## src/sv/urng_pkg.sv

```systemverilog
// ----------------------------------------------------------------------------
// urng_pkg - shared types and constants of the dual ultrasonic ranger
// Phase codes, register indexes, reset values and the structs that pass
// between the configuration bank, the sequencer and the top level.
// ----------------------------------------------------------------------------
`default_nettype none

package urng_pkg;

  localparam int unsigned CntW   = 24;
  localparam int unsigned ShortW = 8;
  localparam int unsigned DistW  = 16;
  localparam int unsigned StatW  = 2;
  localparam int unsigned IdxW   = 3;

  // Register indexes on the write port
  localparam logic [IdxW-1:0] RegTriggerTicks = 3'd0;
  localparam logic [IdxW-1:0] RegRiseTimeout  = 3'd1;
  localparam logic [IdxW-1:0] RegEchoTimeout  = 3'd2;
  localparam logic [IdxW-1:0] RegSettleTicks  = 3'd3;
  localparam logic [IdxW-1:0] RegPauseTicks   = 3'd4;
  localparam logic [IdxW-1:0] RegTicksPerCm   = 3'd5;

  // Reset values
  localparam logic [ShortW-1:0] RstTriggerTicks = 8'd10;
  localparam logic [CntW-1:0]   RstRiseTimeout  = 24'd20000;
  localparam logic [CntW-1:0]   RstEchoTimeout  = 24'd20000;
  localparam logic [CntW-1:0]   RstSettleTicks  = 24'd60000;
  localparam logic [CntW-1:0]   RstPauseTicks   = 24'd1000000;
  localparam logic [ShortW-1:0] RstTicksPerCm   = 8'd30;

  localparam logic [DistW-1:0] DistMax = 16'hFFFF;

  // Report status
  localparam logic [StatW-1:0] StatOk       = 2'd0;
  localparam logic [StatW-1:0] StatNoRise   = 2'd1;
  localparam logic [StatW-1:0] StatEchoLong = 2'd2;

  typedef enum logic [2:0] {
    PH_STARTUP   = 3'd0,
    PH_TRIGGER   = 3'd1,
    PH_WAIT_RISE = 3'd2,
    PH_MEASURE   = 3'd3,
    PH_SETTLE    = 3'd4,
    PH_PAUSE     = 3'd5
  } phase_t;

  typedef struct packed {
    logic [ShortW-1:0] trigger_ticks;
    logic [CntW-1:0]   rise_timeout;
    logic [CntW-1:0]   echo_timeout;
    logic [CntW-1:0]   settle_ticks;
    logic [CntW-1:0]   pause_ticks;
    logic [ShortW-1:0] ticks_per_cm;
  } cfg_t;

  // One result word, fields in tdata order from the highest bit
  typedef struct packed {
    logic [StatW-1:0] status_code;
    logic [DistW-1:0] distance_cm;
    logic             sensor_index;
    logic             report_valid;
    logic             trigger_second;
    logic             trigger_first;
  } res_t;

endpackage

`default_nettype wire

```

## src/sv/urng_cfg.sv

```systemverilog
// ----------------------------------------------------------------------------
// urng_cfg - configuration register bank
// Six write-only registers loaded from the plain write port.
// ----------------------------------------------------------------------------
`default_nettype none

module urng_cfg (
  input  wire logic                       clk,
  input  wire logic                       rst,
  input  wire logic                       wr_en,
  input  wire logic [urng_pkg::IdxW-1:0]  wr_index,
  input  wire logic [urng_pkg::CntW-1:0]  wr_data,
  output urng_pkg::cfg_t                  cfg
);

  always_ff @(posedge clk) begin
    if (rst) begin
      cfg.trigger_ticks <= urng_pkg::RstTriggerTicks;
      cfg.rise_timeout  <= urng_pkg::RstRiseTimeout;
      cfg.echo_timeout  <= urng_pkg::RstEchoTimeout;
      cfg.settle_ticks  <= urng_pkg::RstSettleTicks;
      cfg.pause_ticks   <= urng_pkg::RstPauseTicks;
      cfg.ticks_per_cm  <= urng_pkg::RstTicksPerCm;
    end else if (wr_en) begin
      case (wr_index)
        urng_pkg::RegTriggerTicks: cfg.trigger_ticks <= wr_data[urng_pkg::ShortW-1:0];
        urng_pkg::RegRiseTimeout:  cfg.rise_timeout  <= wr_data;
        urng_pkg::RegEchoTimeout:  cfg.echo_timeout  <= wr_data;
        urng_pkg::RegSettleTicks:  cfg.settle_ticks  <= wr_data;
        urng_pkg::RegPauseTicks:   cfg.pause_ticks   <= wr_data;
        urng_pkg::RegTicksPerCm:   cfg.ticks_per_cm  <= wr_data[urng_pkg::ShortW-1:0];
        default: ;
      endcase
    end
  end

endmodule

`default_nettype wire

```

## src/sv/urng_seq.sv

```systemverilog
// ----------------------------------------------------------------------------
// urng_seq - ranging sequencer
// Phase machine, gap/timeout counter, cm prescaler and distance counter.
// Result for the current tick is combinational; state moves on tick_en.
// ----------------------------------------------------------------------------
`default_nettype none

module urng_seq (
  input  wire logic           clk,
  input  wire logic           rst,
  input  wire logic           tick_en,
  input  wire logic           echo_first,
  input  wire logic           echo_second,
  input  wire urng_pkg::cfg_t cfg,
  output urng_pkg::res_t      res
);

  urng_pkg::phase_t              phase, phase_next;
  logic                          active_sensor, active_sensor_next;
  logic [urng_pkg::CntW-1:0]     phase_count, phase_count_next;
  logic [urng_pkg::ShortW-1:0]   cm_prescale, cm_prescale_next;
  logic [urng_pkg::DistW-1:0]    distance_count, distance_count_next;

  logic                          echo;
  logic [urng_pkg::CntW-1:0]     cnt_inc;
  logic                          measure;
  logic [urng_pkg::CntW-1:0]     m_cnt;
  logic [urng_pkg::ShortW-1:0]   m_presc;
  logic [urng_pkg::DistW-1:0]    m_dist;
  logic                          rise_fail;
  logic                          echo_long;
  logic                          presc_wrap;

  assign echo    = active_sensor ? echo_second : echo_first;
  assign cnt_inc = phase_count + 24'd1;

  // A rise on this tick starts measuring with cleared counters
  assign measure = (phase == urng_pkg::PH_MEASURE) ||
                   ((phase == urng_pkg::PH_WAIT_RISE) && echo);
  assign m_cnt   = (phase == urng_pkg::PH_MEASURE) ? phase_count    : '0;
  assign m_presc = (phase == urng_pkg::PH_MEASURE) ? cm_prescale    : '0;
  assign m_dist  = (phase == urng_pkg::PH_MEASURE) ? distance_count : '0;

  assign rise_fail  = (phase == urng_pkg::PH_WAIT_RISE) && !echo &&
                      (phase_count >= cfg.rise_timeout);
  assign echo_long  = measure && echo && (m_cnt >= cfg.echo_timeout);
  assign presc_wrap = ({1'b0, m_presc} + 9'd1) >= {1'b0, cfg.ticks_per_cm};

  // Next state
  always_comb begin
    phase_next          = phase;
    active_sensor_next  = active_sensor;
    phase_count_next    = phase_count;
    cm_prescale_next    = cm_prescale;
    distance_count_next = distance_count;
    case (phase)
      urng_pkg::PH_STARTUP: begin
        if (cnt_inc >= cfg.settle_ticks) begin
          active_sensor_next = 1'b0;
          phase_next         = urng_pkg::PH_TRIGGER;
          phase_count_next   = '0;
        end else begin
          phase_count_next = cnt_inc;
        end
      end
      urng_pkg::PH_TRIGGER: begin
        if (cnt_inc >= {16'd0, cfg.trigger_ticks}) begin
          phase_next       = urng_pkg::PH_WAIT_RISE;
          phase_count_next = '0;
        end else begin
          phase_count_next = cnt_inc;
        end
      end
      urng_pkg::PH_WAIT_RISE, urng_pkg::PH_MEASURE: begin
        if (measure) begin
          phase_next = urng_pkg::PH_MEASURE;
          if (!echo || echo_long) begin
            phase_next          = urng_pkg::PH_SETTLE;
            phase_count_next    = '0;
            cm_prescale_next    = m_presc;
            distance_count_next = m_dist;
          end else begin
            phase_count_next = m_cnt + 24'd1;
            if (presc_wrap) begin
              cm_prescale_next    = '0;
              distance_count_next = (m_dist != urng_pkg::DistMax) ? m_dist + 16'd1 : m_dist;
            end else begin
              cm_prescale_next    = m_presc + 8'd1;
              distance_count_next = m_dist;
            end
          end
        end else if (rise_fail) begin
          phase_next       = urng_pkg::PH_SETTLE;
          phase_count_next = '0;
        end else begin
          phase_count_next = cnt_inc;
        end
      end
      urng_pkg::PH_SETTLE: begin
        if (cnt_inc >= cfg.settle_ticks) begin
          phase_count_next = '0;
          if (!active_sensor) begin
            active_sensor_next = 1'b1;
            phase_next         = urng_pkg::PH_TRIGGER;
          end else begin
            phase_next = urng_pkg::PH_PAUSE;
          end
        end else begin
          phase_count_next = cnt_inc;
        end
      end
      urng_pkg::PH_PAUSE: begin
        if (cnt_inc >= cfg.pause_ticks) begin
          active_sensor_next = 1'b0;
          phase_next         = urng_pkg::PH_TRIGGER;
          phase_count_next   = '0;
        end else begin
          phase_count_next = cnt_inc;
        end
      end
      default: begin
        phase_next          = urng_pkg::PH_STARTUP;
        active_sensor_next  = 1'b0;
        phase_count_next    = '0;
        cm_prescale_next    = '0;
        distance_count_next = '0;
      end
    endcase
  end

  // Outputs for this tick
  always_comb begin
    res = '0;
    res.trigger_first  = (phase == urng_pkg::PH_TRIGGER) && !active_sensor;
    res.trigger_second = (phase == urng_pkg::PH_TRIGGER) && active_sensor;
    if (measure && !echo) begin
      res.report_valid = 1'b1;
      res.status_code  = urng_pkg::StatOk;
      res.distance_cm  = m_dist;
    end else if (echo_long) begin
      res.report_valid = 1'b1;
      res.status_code  = urng_pkg::StatEchoLong;
    end else if (rise_fail) begin
      res.report_valid = 1'b1;
      res.status_code  = urng_pkg::StatNoRise;
    end
    res.sensor_index = res.report_valid & active_sensor;
  end

  always_ff @(posedge clk) begin
    if (rst) begin
      phase          <= urng_pkg::PH_STARTUP;
      active_sensor  <= 1'b0;
      phase_count    <= '0;
      cm_prescale    <= '0;
      distance_count <= '0;
    end else if (tick_en) begin
      phase          <= phase_next;
      active_sensor  <= active_sensor_next;
      phase_count    <= phase_count_next;
      cm_prescale    <= cm_prescale_next;
      distance_count <= distance_count_next;
    end
  end

endmodule

`default_nettype wire

```

## src/sv/dual_ultrasonic_ranger_unit.sv

```systemverilog
// ----------------------------------------------------------------------------
// dual_ultrasonic_ranger_unit - two-sensor ultrasonic echo ranging controller
// One input word per microsecond tick with both echo levels; one result word
// per tick with trigger levels and, at the end of a measurement, a report.
// ----------------------------------------------------------------------------
//
//  channel   direction  handshake                 payload
//  s_axis    in         s_axis_tvalid/tready      tick: echo levels
//  m_axis    out        m_axis_tvalid/tready      tick result: triggers, report
//  config    in         wr_en (no wait)           wr_index, wr_data
//
// Flow: one word a cycle sustained while results are taken; a tick is held in the input
//   register, passes the sequencer logic and lands in the result register,
//   from which its result is offered.
// Reset: rst clears the phase machine to the start-up settle gap, all
//   counters to zero and the registers to their defaults.
// Stalls: a full input register advances only with the result register; a
//   held result holds the input register, and s_axis_tready drops only
//   while both are full and the result is not being taken.
//
`default_nettype none

module dual_ultrasonic_ranger_unit (
  input  wire logic        clk,
  input  wire logic        rst,
  // input words
  input  wire logic        s_axis_tvalid,
  output logic             s_axis_tready,
  input  wire logic [7:0]  s_axis_tdata,   // [0] echo_first, [1] echo_second, [7:2] zero
  // result words
  output logic             m_axis_tvalid,
  input  wire logic        m_axis_tready,
  output logic [23:0]      m_axis_tdata,   // [0] trigger_first, [1] trigger_second,
                                           // [2] report_valid, [3] sensor_index,
                                           // [19:4] distance_cm, [21:20] status_code,
                                           // [23:22] zero
  // register writes
  input  wire logic        wr_en,
  input  wire logic [2:0]  wr_index,
  input  wire logic [23:0] wr_data
);

  urng_pkg::cfg_t cfg;
  urng_pkg::res_t res;

  logic       in_valid;
  logic [1:0] in_echo;
  logic       out_valid;
  logic [$bits(urng_pkg::res_t)-1:0] out_data;
  logic       advance;

  // Result register free, or emptied this cycle
  assign advance       = !out_valid || m_axis_tready;
  assign s_axis_tready = !in_valid || advance;

  urng_cfg u_cfg (
    .clk      (clk),
    .rst      (rst),
    .wr_en    (wr_en),
    .wr_index (wr_index),
    .wr_data  (wr_data),
    .cfg      (cfg)
  );

  // Sequencer state steps exactly once per tick moved to the result register
  urng_seq u_seq (
    .clk         (clk),
    .rst         (rst),
    .tick_en     (in_valid && advance),
    .echo_first  (in_echo[0]),
    .echo_second (in_echo[1]),
    .cfg         (cfg),
    .res         (res)
  );

  // Input register
  always_ff @(posedge clk) begin
    if (rst) begin
      in_valid <= 1'b0;
    end else if (s_axis_tready) begin
      in_valid <= s_axis_tvalid;
    end
  end

  always_ff @(posedge clk) begin
    if (s_axis_tready && s_axis_tvalid) begin
      in_echo <= s_axis_tdata[1:0];
    end
  end

  // Result register
  always_ff @(posedge clk) begin
    if (rst) begin
      out_valid <= 1'b0;
    end else if (advance) begin
      out_valid <= in_valid;
    end
  end

  always_ff @(posedge clk) begin
    if (advance && in_valid) begin
      out_data <= res;
    end
  end

  assign m_axis_tvalid = out_valid;
  assign m_axis_tdata  = {2'b00, out_data};

endmodule

`default_nettype wire

```

## config.mk

```make
export PLATFORM = sky130hd
export DESIGN_NAME = dual_ultrasonic_ranger_unit
export DESIGN_NICKNAME = d
export VERILOG_FILES = /design/src/sv/urng_pkg.sv /design/src/sv/urng_cfg.sv /design/src/sv/urng_seq.sv /design/src/sv/dual_ultrasonic_ranger_unit.sv
export SDC_FILE = /design/constraint.sdc
export NUM_CORES = 1
export LEC_CHECK = 0
export BUFFER_PORTS_ARGS = -buffer_cell sky130_fd_sc_hd__clkbuf_2
export CAP_MARGIN = 20
export CORE_AREA = 2 2 168 170
export DETAILED_ROUTE_END_ITERATION = 16
export DIE_AREA = 0 0 170 172
export GPL_ROUTABILITY_DRIVEN = 0
export GPL_TIMING_DRIVEN = 0
export REMOVE_ABC_BUFFERS = 1
export SLEW_MARGIN = 20
export SYNTH_ARGS = -nofsm -noshare
export SYNTH_HDL_FRONTEND = slang
export SYNTH_HIERARCHICAL = 1
export SYNTH_SLANG_ARGS = --single-unit
export TNS_END_PERCENT = 5
```

## constraint.sdc

```tcl
create_clock -name clk -period 5 [get_ports clk]
set_input_delay 0 -clock clk [delete_from_list [all_inputs] [get_ports clk]]
set_output_delay 0 -clock clk [all_outputs]
set_load 0.03 [all_outputs]
```

==> impl_metrics.csv, run 1 <==
group,metric,value,unit
worst_setup_path,crit_required,5360,ps
synth,syn-mean-instance-area,8.70,um^2
clock_tree,cts.root.buffer_cell,"clkbuf_16",
detailed_routing,totalWireLength,31.3,mm
sta,rsz_0062_raised_after_global_routing,"yes",
sta,whs,60.2,ps
cells_and_area,finalNetCount,1590,
worst_setup_path,worst_r2r_startpoint,"u_seq/phase[1]",
worst_setup_path,data_arrival_time_of_the_worst_path,5060,ps
floorplan,floorplan.core_area,27500,um^2
clock_tree,h-tree-depth,4,
synth,synth_cell_type_count,84,
synth,ys_top_cells_by_area,"dfxtp_1 (27%), ha_1 (12%), mux2i_1 (9.5%)",
placed_design,post-dp-hpwl,22.7,mm
synth,synth_enable_flop_cells,24,
floorplan,num_io_pins,66,
floorplan,fp.dieArea,29200,um^2
sta,timing.setup.tns,0,ps
synth,muxShareOfSynthArea,9.69,%
detailed_routing,routed_wire_length_per_instance,17.5,um
worst_setup_path,cp_max_fo,12,
synth,synthesized_area_fraction_occupied_by_ao_oa_aoi_and_oai_cells,12.1,%
floorplan,num_rows,61,
run_status,run_status,"finished clean",
detailed_routing,route.detailed.drc,0,
cells_and_area,final_layout_size_suffix_gt1_share,9.54,%
grt,global_route.overflow_total,0,
clock_tree,clock_latency,440,ps
synth,post_synth_instance_area,12200,um^2
detailed_routing,initialDrtViolationCount,580,
detailed_routing,count_of_vias_placed_by_the_detailed_router,9934,
sta,finalMaxSlewViolations,0,
worst_setup_path,timing.critical_path.to_type,"flip-flop",
synth,synth_async_sr_flop_share,0,%
power,power.switching,0.860,mW
detailed_routing,ant_nets,0,
synth,synthAdderAreaFrac,11.9,%
synth,netlist.area_leader.share,27.2,%
clock_tree,cts.clk_slew.worst_paths,80,ps
power,pwr_density_cell,245,nW/um^2
sta,timing_hold_violations_final,0,
placed_design,placedInstanceArea,12700,um^2
grt,grt_max_degree,102,
floorplan,die-width,170,um
placed_design,dpl.cell_count,1734,
floorplan,initial_core_util,44.5,%
power,cell_internal_power,2.49,mW
synth,synth_top_family_by_area,"simple AND/OR/NAND/NOR gates",
grt,grt_first_pass_wirelength,50.6,mm
synth,synth_top_cell_by_area,"dfxtp_1",
synth,commonest_register_cell_after_synthesis,"dfxtp_1",
cells_and_area,layoutNonFillerInstCount,1793,
synth,synth_xor_area_share,2.58,%
sta,tightestPinTransition,942,ps
power,clockPowerShare,45.0,%
synth,synth_seq_cells,190,
clock_tree,numCtsBuffers,17,
cells_and_area,antenna_cells_inserted,0,
cells_and_area,synth_to_final_area_change,11.9,%
run,maxCapViolations,0,
synth,synthTopCellsByCount,"dfxtp_1 (166), inv_1 (126), ha_1 (116), mux2i_1 (116), nand2b_1 (115)",
power,leakagePower,5.99,nW
worst_setup_path,critPathLaunch,"u_seq/phase[1]",
power,peak_ir_drop_on_the_vdd_network,0.225,mV
placed_design,placement.setup.worst_slack,-146,ps
synth,synth_most_common_cell,"dfxtp_1",
hold_path,type_of_the_tightest_min_delay_check,"in2reg",
power,post-layout-total-power,3.35,mW
sta,worst_slew_slack_as_a_fraction_of_its_limit,37.0,%
synth,synthesis.yosys.warnings,6,
sta,setup_ws,299,ps
clock_tree,clock_tree.buffer_depth,2,
cells_and_area,final_core_util,49.7,%
worst_setup_path,criticalPathCategory,"reg2reg",
clock_tree,numClockSinks,190,
clock_tree,cts_tree,"done",
synth,synth_simple_gate_area_share,23.3,%
worst_setup_path,critical_path.startpoint_type,"flip-flop",
power,swShare,25.7,%
sta,finalCriticalPeriod,4700,ps
sta,final.setup_skew,13.3,ps
grt,grt_antenna_before_repair,0,
cells_and_area,design_area,13700,um^2
power,power_frac_comb,7.6,%
detailed_routing,post_drt_via_cell_ratio,5.54,
detailed_routing,drtPass1Iterations,5,
hold_path,hold_path_startpoint,"wr_index[1]",
synth,part_of_the_yosys_area_used_for_sequential_elements,33.1,%
sta,timing.fmax,213,MHz
grt,globalRouteTotalUtil,22.0,%
sta,setup-violations-final,0,
floorplan,floorplan.die.height,172,um
grt,grt_pass1_vias,9505,
power,p_seq_share,47.4,%
synth,synthesis.instances,1405,
placed_design,placement.io_buffers,57,
sta,post-route-period-util,94.0,%
[sequential cells by signal, summed over array words and instances, names as in the netlist]
name / cells
u_seq/phase: 3
u_seq/distance_count: 16
u_seq/cm_prescale: 8
out_data: 22
in_echo: 2
u_seq/phase_count: 24
u_seq/active_sensor: 1
in_valid: 1
m_axis_tvalid: 1
u_cfg/cfg: 112
[power by group through the flow]
stage | clock (mW) | combinational, mW | sequential [mW]
detailed placement | 0 | 0.240 | 1.62
floorplan | 0 | 0.125 | 1.64
CTS | 1.54 | 0.258 | 1.59
global route | 1.60 | 0.281 | 1.59
global placement | 0 | 0.232 | 1.62
finish | 1.51 | 0.256 | 1.59
[final timing paths]
kind	end	slack, ps	cells past startpoint
max	u_seq/phase_count[2]	300	14
min	u_cfg/cfg[13]	60	3
max reg2reg	u_seq/phase_count[2]	300	14
min reg2reg	u_cfg/cfg[77]	480	2
[cells in the final DEF (no fill, tap or decap), types with 9 or more instances in the layout]
| cell type | count |
|---|---|
| inv_1 | 126 |
| and3_1 | 12 |
| xnor2_1 | 23 |
| edfxtp_1 | 24 |
| clkbuf_2 | 56 |
| a21o_1 | 17 |
| nor2_1 | 108 |
| nand4_1 | 30 |
| clkbuf_16 | 17 |
| nand2b_1 | 115 |
| and2_1 | 43 |
| o21ai_0 | 44 |
| nor3_1 | 20 |
| a211oi_1 | 9 |
| mux2i_1 | 116 |
| ha_1 | 116 |
| nand2_1 | 76 |
| xor2_1 | 13 |
| nand3_1 | 42 |
| a22oi_1 | 10 |
| dfxtp_1 | 162 |
| a21oi_1 | 55 |
| dlygate4sd3_1 | 27 |
| a31oi_1 | 16 |
[worst max-delay path, stage by stage (launching register included)]
cell	delay, ps
dfxtp_1	640
inv_1	220
nor2_1	210
nand2_1	390
nor2_1	260
ha_1	270
nand4_1	110
nor4_1	80
a22oi_1	280
o2111ai_1	250
a21oi_1	440
o21ai_1	310
nor2_1	780
a32oi_1	200
a21oi_1	180
[cells by family (layout without fill, tap and decap cells)]
group / after synthesis / after routing
adders and majority gates: 116 / 116
xor gates and xnor gates: 36 / 36
muxes: 118 / 118
buffers and inverters: 209 / 250
AOI/OAI and AO/OA: 222 / 222
DFF: 190 / 190
other: 1 / 2
and+or+nand+nor: 513 / 513
[what timing repair did]
item / in CTS / in global routing
gates cloned: 0 / 0
pin swaps: 0 / 1
gates resized for setup: 1 / 9
setup endpoints to repair: 6 / 25
setup buffers: 0 / 0
hold buffers: 27 / 0
endpoints found under the hold margin: 94 / 0
[layer usage]
| layer | vias to the layer above | GRT usage (%) | wire length (um) |
|---|---|---|---|
| met3 | 36 | 3.25 | 1190 |
| li1 | 4958 | - | - |
| met2 | 195 | 35.9 | 14200 |
| met4 | 0 | 5.39 | 537 |
| met1 | 4745 | 30.7 | 15400 |
| met5 | - | 0 | 0 |
[cell type report]
cell class	count	area [um^2]
Timing Repair Buffer	90	681
Tap cell	346	433
Clock buffer	17	425
Sequential cell	190	4050
Clock inverter	15	221
Inverter	128	480
Multi-Input combinational cell	1007	7370
Fill cell	2613	13800
Power figures use the tool's default switching activity.
==> run 2, diff against run 1 <==
--- a/config.mk
+++ b/config.mk
@@ -12,6 +12,7 @@
 export DIE_AREA = 0 0 170 172
 export GPL_ROUTABILITY_DRIVEN = 0
 export GPL_TIMING_DRIVEN = 0
+export RECOVER_POWER = 25
 export REMOVE_ABC_BUFFERS = 1
 export SLEW_MARGIN = 20
 export SYNTH_ARGS = -nofsm -noshare
==> run 2 against run 1 <==
The run now ends with capacitance limit, slew limit left. First-iteration DRC count up 0.34%. Global-route usage stayed put. Combinational power hardly changed. Maximum frequency increased by 0.20%. Sequential power about the same. Power decreased by 0.13%. Register-to-register slack is essentially flat. Wire length grew 0.13%. Critical path depth unchanged. Utilization shrank 0.30 points. Clock power hardly changed. Hold slack got worse by 15 ps. Critical endpoint is now u_seq/phase_count[7].
==> impl_metrics.csv, run 2 (same netlist as run 1, synthesis figures left out) <==
group,metric,value,unit
run_status,run_status,"complete, but fails checks",
run_status,violations_in_the_final_reports,"capacitance limit, slew limit",
worst_setup_path,critPathTopFamily,"simple AND/OR/NAND/NOR gates",
floorplan,num_io_pins,66,
grt,grt_antenna_before_repair,0,
detailed_routing,count_of_vias_placed_by_the_detailed_router,9918,
worst_setup_path,criticalPathCategory,"reg2reg",
detailed_routing,post_drt_via_cell_ratio,5.53,
cells_and_area,antenna_cells_inserted,0,
clock_tree,numCtsBuffers,17,
worst_setup_path,timing.reg2reg.setup_slack,310,ps
cells_and_area,layout_commonest_cell,"dfxtp_1",
floorplan,floorplan.die.height,172,um
detailed_routing,routed.top_layer,"met4",
floorplan,fp.dieArea,29200,um^2
sta,tightestPinTransition,1890,ps
clock_tree,cts.clk_slew.worst_paths,80,ps
clock_tree,h-tree-depth,4,
run,maxCapViolations,2,
cells_and_area,synth_to_final_area_change,11.2,%
cells_and_area,layoutNonFillerInstCount,1793,
sta,rsz_0062_raised_after_global_routing,"yes",
worst_setup_path,cpPeakStageDelay,560,ps
grt,grt_pass1_vias,9505,
sta,finalCriticalPeriod,4690,ps
detailed_routing,wl_met3,1.20,mm
grt,global_route.overflow_total,0,
hold_path,type_of_the_tightest_min_delay_check,"in2reg",
worst_setup_path,crit_required,5320,ps
power,pwr_density_cell,246,nW/um^2
clock_tree,numClockSinks,190,
worst_setup_path,crit_path_top_delay_cell,"dfxtp_1",
detailed_routing,route.detailed.drc,0,
detailed_routing,initialDrtViolationCount,582,
sta,worst_slew_slack_as_a_fraction_of_its_limit,-26.8,%
sta,post-route-period-util,93.8,%
hold_path,hold_path_startpoint,"wr_index[1]",
sta,finalMaxSlewViolations,39,
cells_and_area,final_layout_size_suffix_gt1_share,8.98,%
sta,timing.fmax,213,MHz
power,leakagePower,5.95,nW
worst_setup_path,worst_r2r_startpoint,"u_seq/phase_count[8]",
sta,setup_ws,308,ps
hold_path,worst_hold_path_ep,"u_cfg/cfg[13]",
detailed_routing,wl_met2,14.2,mm
sta,final.setup_skew,13.8,ps
placed_design,placement.setup.worst_slack,-146,ps
worst_setup_path,critical_path.reg2reg.endpoint,"u_seq/phase_count[7]",
sta,setup-violations-final,0,
grt,grt_max_degree,102,
worst_setup_path,data_arrival_time_of_the_worst_path,5010,ps
detailed_routing,drtPass1Iterations,5,
hold_path,worst_hold_path.num_cells,3,
power,peak_ir_drop_on_the_vdd_network,0.224,mV
worst_setup_path,critical_path_cell_count,14,
placed_design,placement.io_buffers,57,
worst_setup_path,cp_max_fo,29,
worst_setup_path,worstPathBufferInverterCount,0,
worst_setup_path,reg2regPathDepth,14,
placed_design,post-dp-hpwl,22.7,mm
detailed_routing,totalWireLength,31.4,mm
floorplan,initial_core_util,44.5,%
floorplan,floorplan.core_area,27500,um^2
sta,timing.setup.tns,0,ps
worst_setup_path,timing.critical_path.to_type,"flip-flop",
worst_setup_path,critical_path.startpoint_type,"flip-flop",
floorplan,num_rows,61,
detailed_routing,routed_wire_length_per_instance,17.5,um
worst_setup_path,critical_path.cell_chain,"nand4_4 -> nor4_4 -> and3_1 -> xor2_1 -> ha_1 -> nand4_1 -> nor2_1 -> o2111ai_1 -> a31oi_2 -> o21ai_0 -> a2bb2oi_2 -> nand3b_4 -> a31o_2 -> a32o_1",
cells_and_area,nFillCells,2623,
cells_and_area,finalNetCount,1590,
cells_and_area,top_regs,"u_cfg/cfg: 112 flops, u_seq/phase_count: 24 flops, out_data: 22 flops",
cells_and_area,number_of_flip_flops_under_the_largest_register_name,112,
sta,timing_hold_violations_final,0,
clock_tree,cts.root.buffer_cell,"clkbuf_16",
clock_tree,clock_latency,440,ps
detailed_routing,ant_nets,0,
grt,grt_first_pass_wirelength,50.6,mm
cells_and_area,largest-register,"u_cfg/cfg",
clock_tree,clock_tree.buffer_depth,2,
cells_and_area,layout_common_cells,"dfxtp_1 (162), inv_1 (126), mux2i_1 (116), ha_1 (116), nand2b_1 (115)",
floorplan,die-width,170,um
detailed_routing,wl_met1,15.5,mm
grt,globalRouteTotalUtil,22.0,%
clock_tree,cts_tree,"done",
placed_design,dpl.cell_count,1734,
clock_tree,cts.repair_timing.setup_buffer_count,0,
run 2: cell types whose count changed in the layout (fill, tap and decap cells not counted):
cell,before,now
buf_6,3,2
and4bb_2,1,0
and4bb_1,0,1
buf_16,3,2
nand4bb_1,1,3
clkbuf_2,56,54
nor4bb_4,2,1
clkbuf_1,0,4
nand4bb_4,2,0
nor4bb_1,2,3
run 2: worst reg2reg max path, stage by stage, from the launching register on:
cell and delay (ps):
dfxtp_1 560, nand4_4 220, nor4_4 440, and3_1 270, xor2_1 300, ha_1 200, nand4_1 200, nor2_1 230
o2111ai_1 170, a31oi_2 340, o21ai_0 180, a2bb2oi_2 370, nand3b_4 400, a31o_2 410, a32o_1 270
run 2: power by group:
| part | total [mW] | switching (mW) | internal [mW] |
|---|---|---|---|
| clock | 1.51 | 0.690 | 0.816 |
| combinational | 0.253 | 0.152 | 0.101 |
| sequential | 1.59 | 0.0161 | 1.57 |
run 2: worst max-delay path by stage:
stage          slack (ps)                 start                       end
2_1_floorplan         910        u_seq/phase[0]  u_seq/distance_count[12]
6_report              310  u_seq/phase_count[8]      u_seq/phase_count[7]
5_1_grt                -2  u_seq/phase_count[8]     u_seq/phase_count[11]
3_5_place_dp         -150  u_seq/phase_count[0]      u_seq/phase_count[9]
3_3_place_gp         -800        u_seq/phase[0]      u_seq/phase_count[2]
4_1_cts                80        u_seq/phase[0]      u_seq/phase_count[2]
run 2: repair_timing:
action	in CTS	in global routing
pin swaps	0	1
hold endpoints to repair	94	0
hold buffers	27	0
gates resized for setup	1	9
setup endpoints to repair	6	25
run 2: per-stage QoR:
step	power, mW	hold WS, ps	util (%)	instance area [um^2]
2_1_floorplan	1.76	62.4	-	11800
3_3_place_gp	1.86	181	45.6	12500
3_5_place_dp	1.86	182	46.3	12700
4_1_cts	3.38	35.0	49.6	13600
5_1_grt	3.47	44.7	49.4	13600
6_report	3.35	45.1	49.4	13600
run 2: area by class of cell:
class                   count  area [um^2]  share of cell area [%]
multi-input cells        1007         7330                    53.9
clock inverters            15          221                    1.63
inverters                 128          480                    3.54
well taps                 346          433                    3.19
flip-flops and latches    190         4050                    29.8
clock buffers              17          425                    3.13
repair buffers             90          647                    4.76
run 2: layer usage:
layer / track usage (%) / vias up
met5: 0 / -
met4: 5.39 / 0
met3: 3.25 / 36
met2: 35.9 / 190
met1: 30.7 / 4736
li1: - / 4956
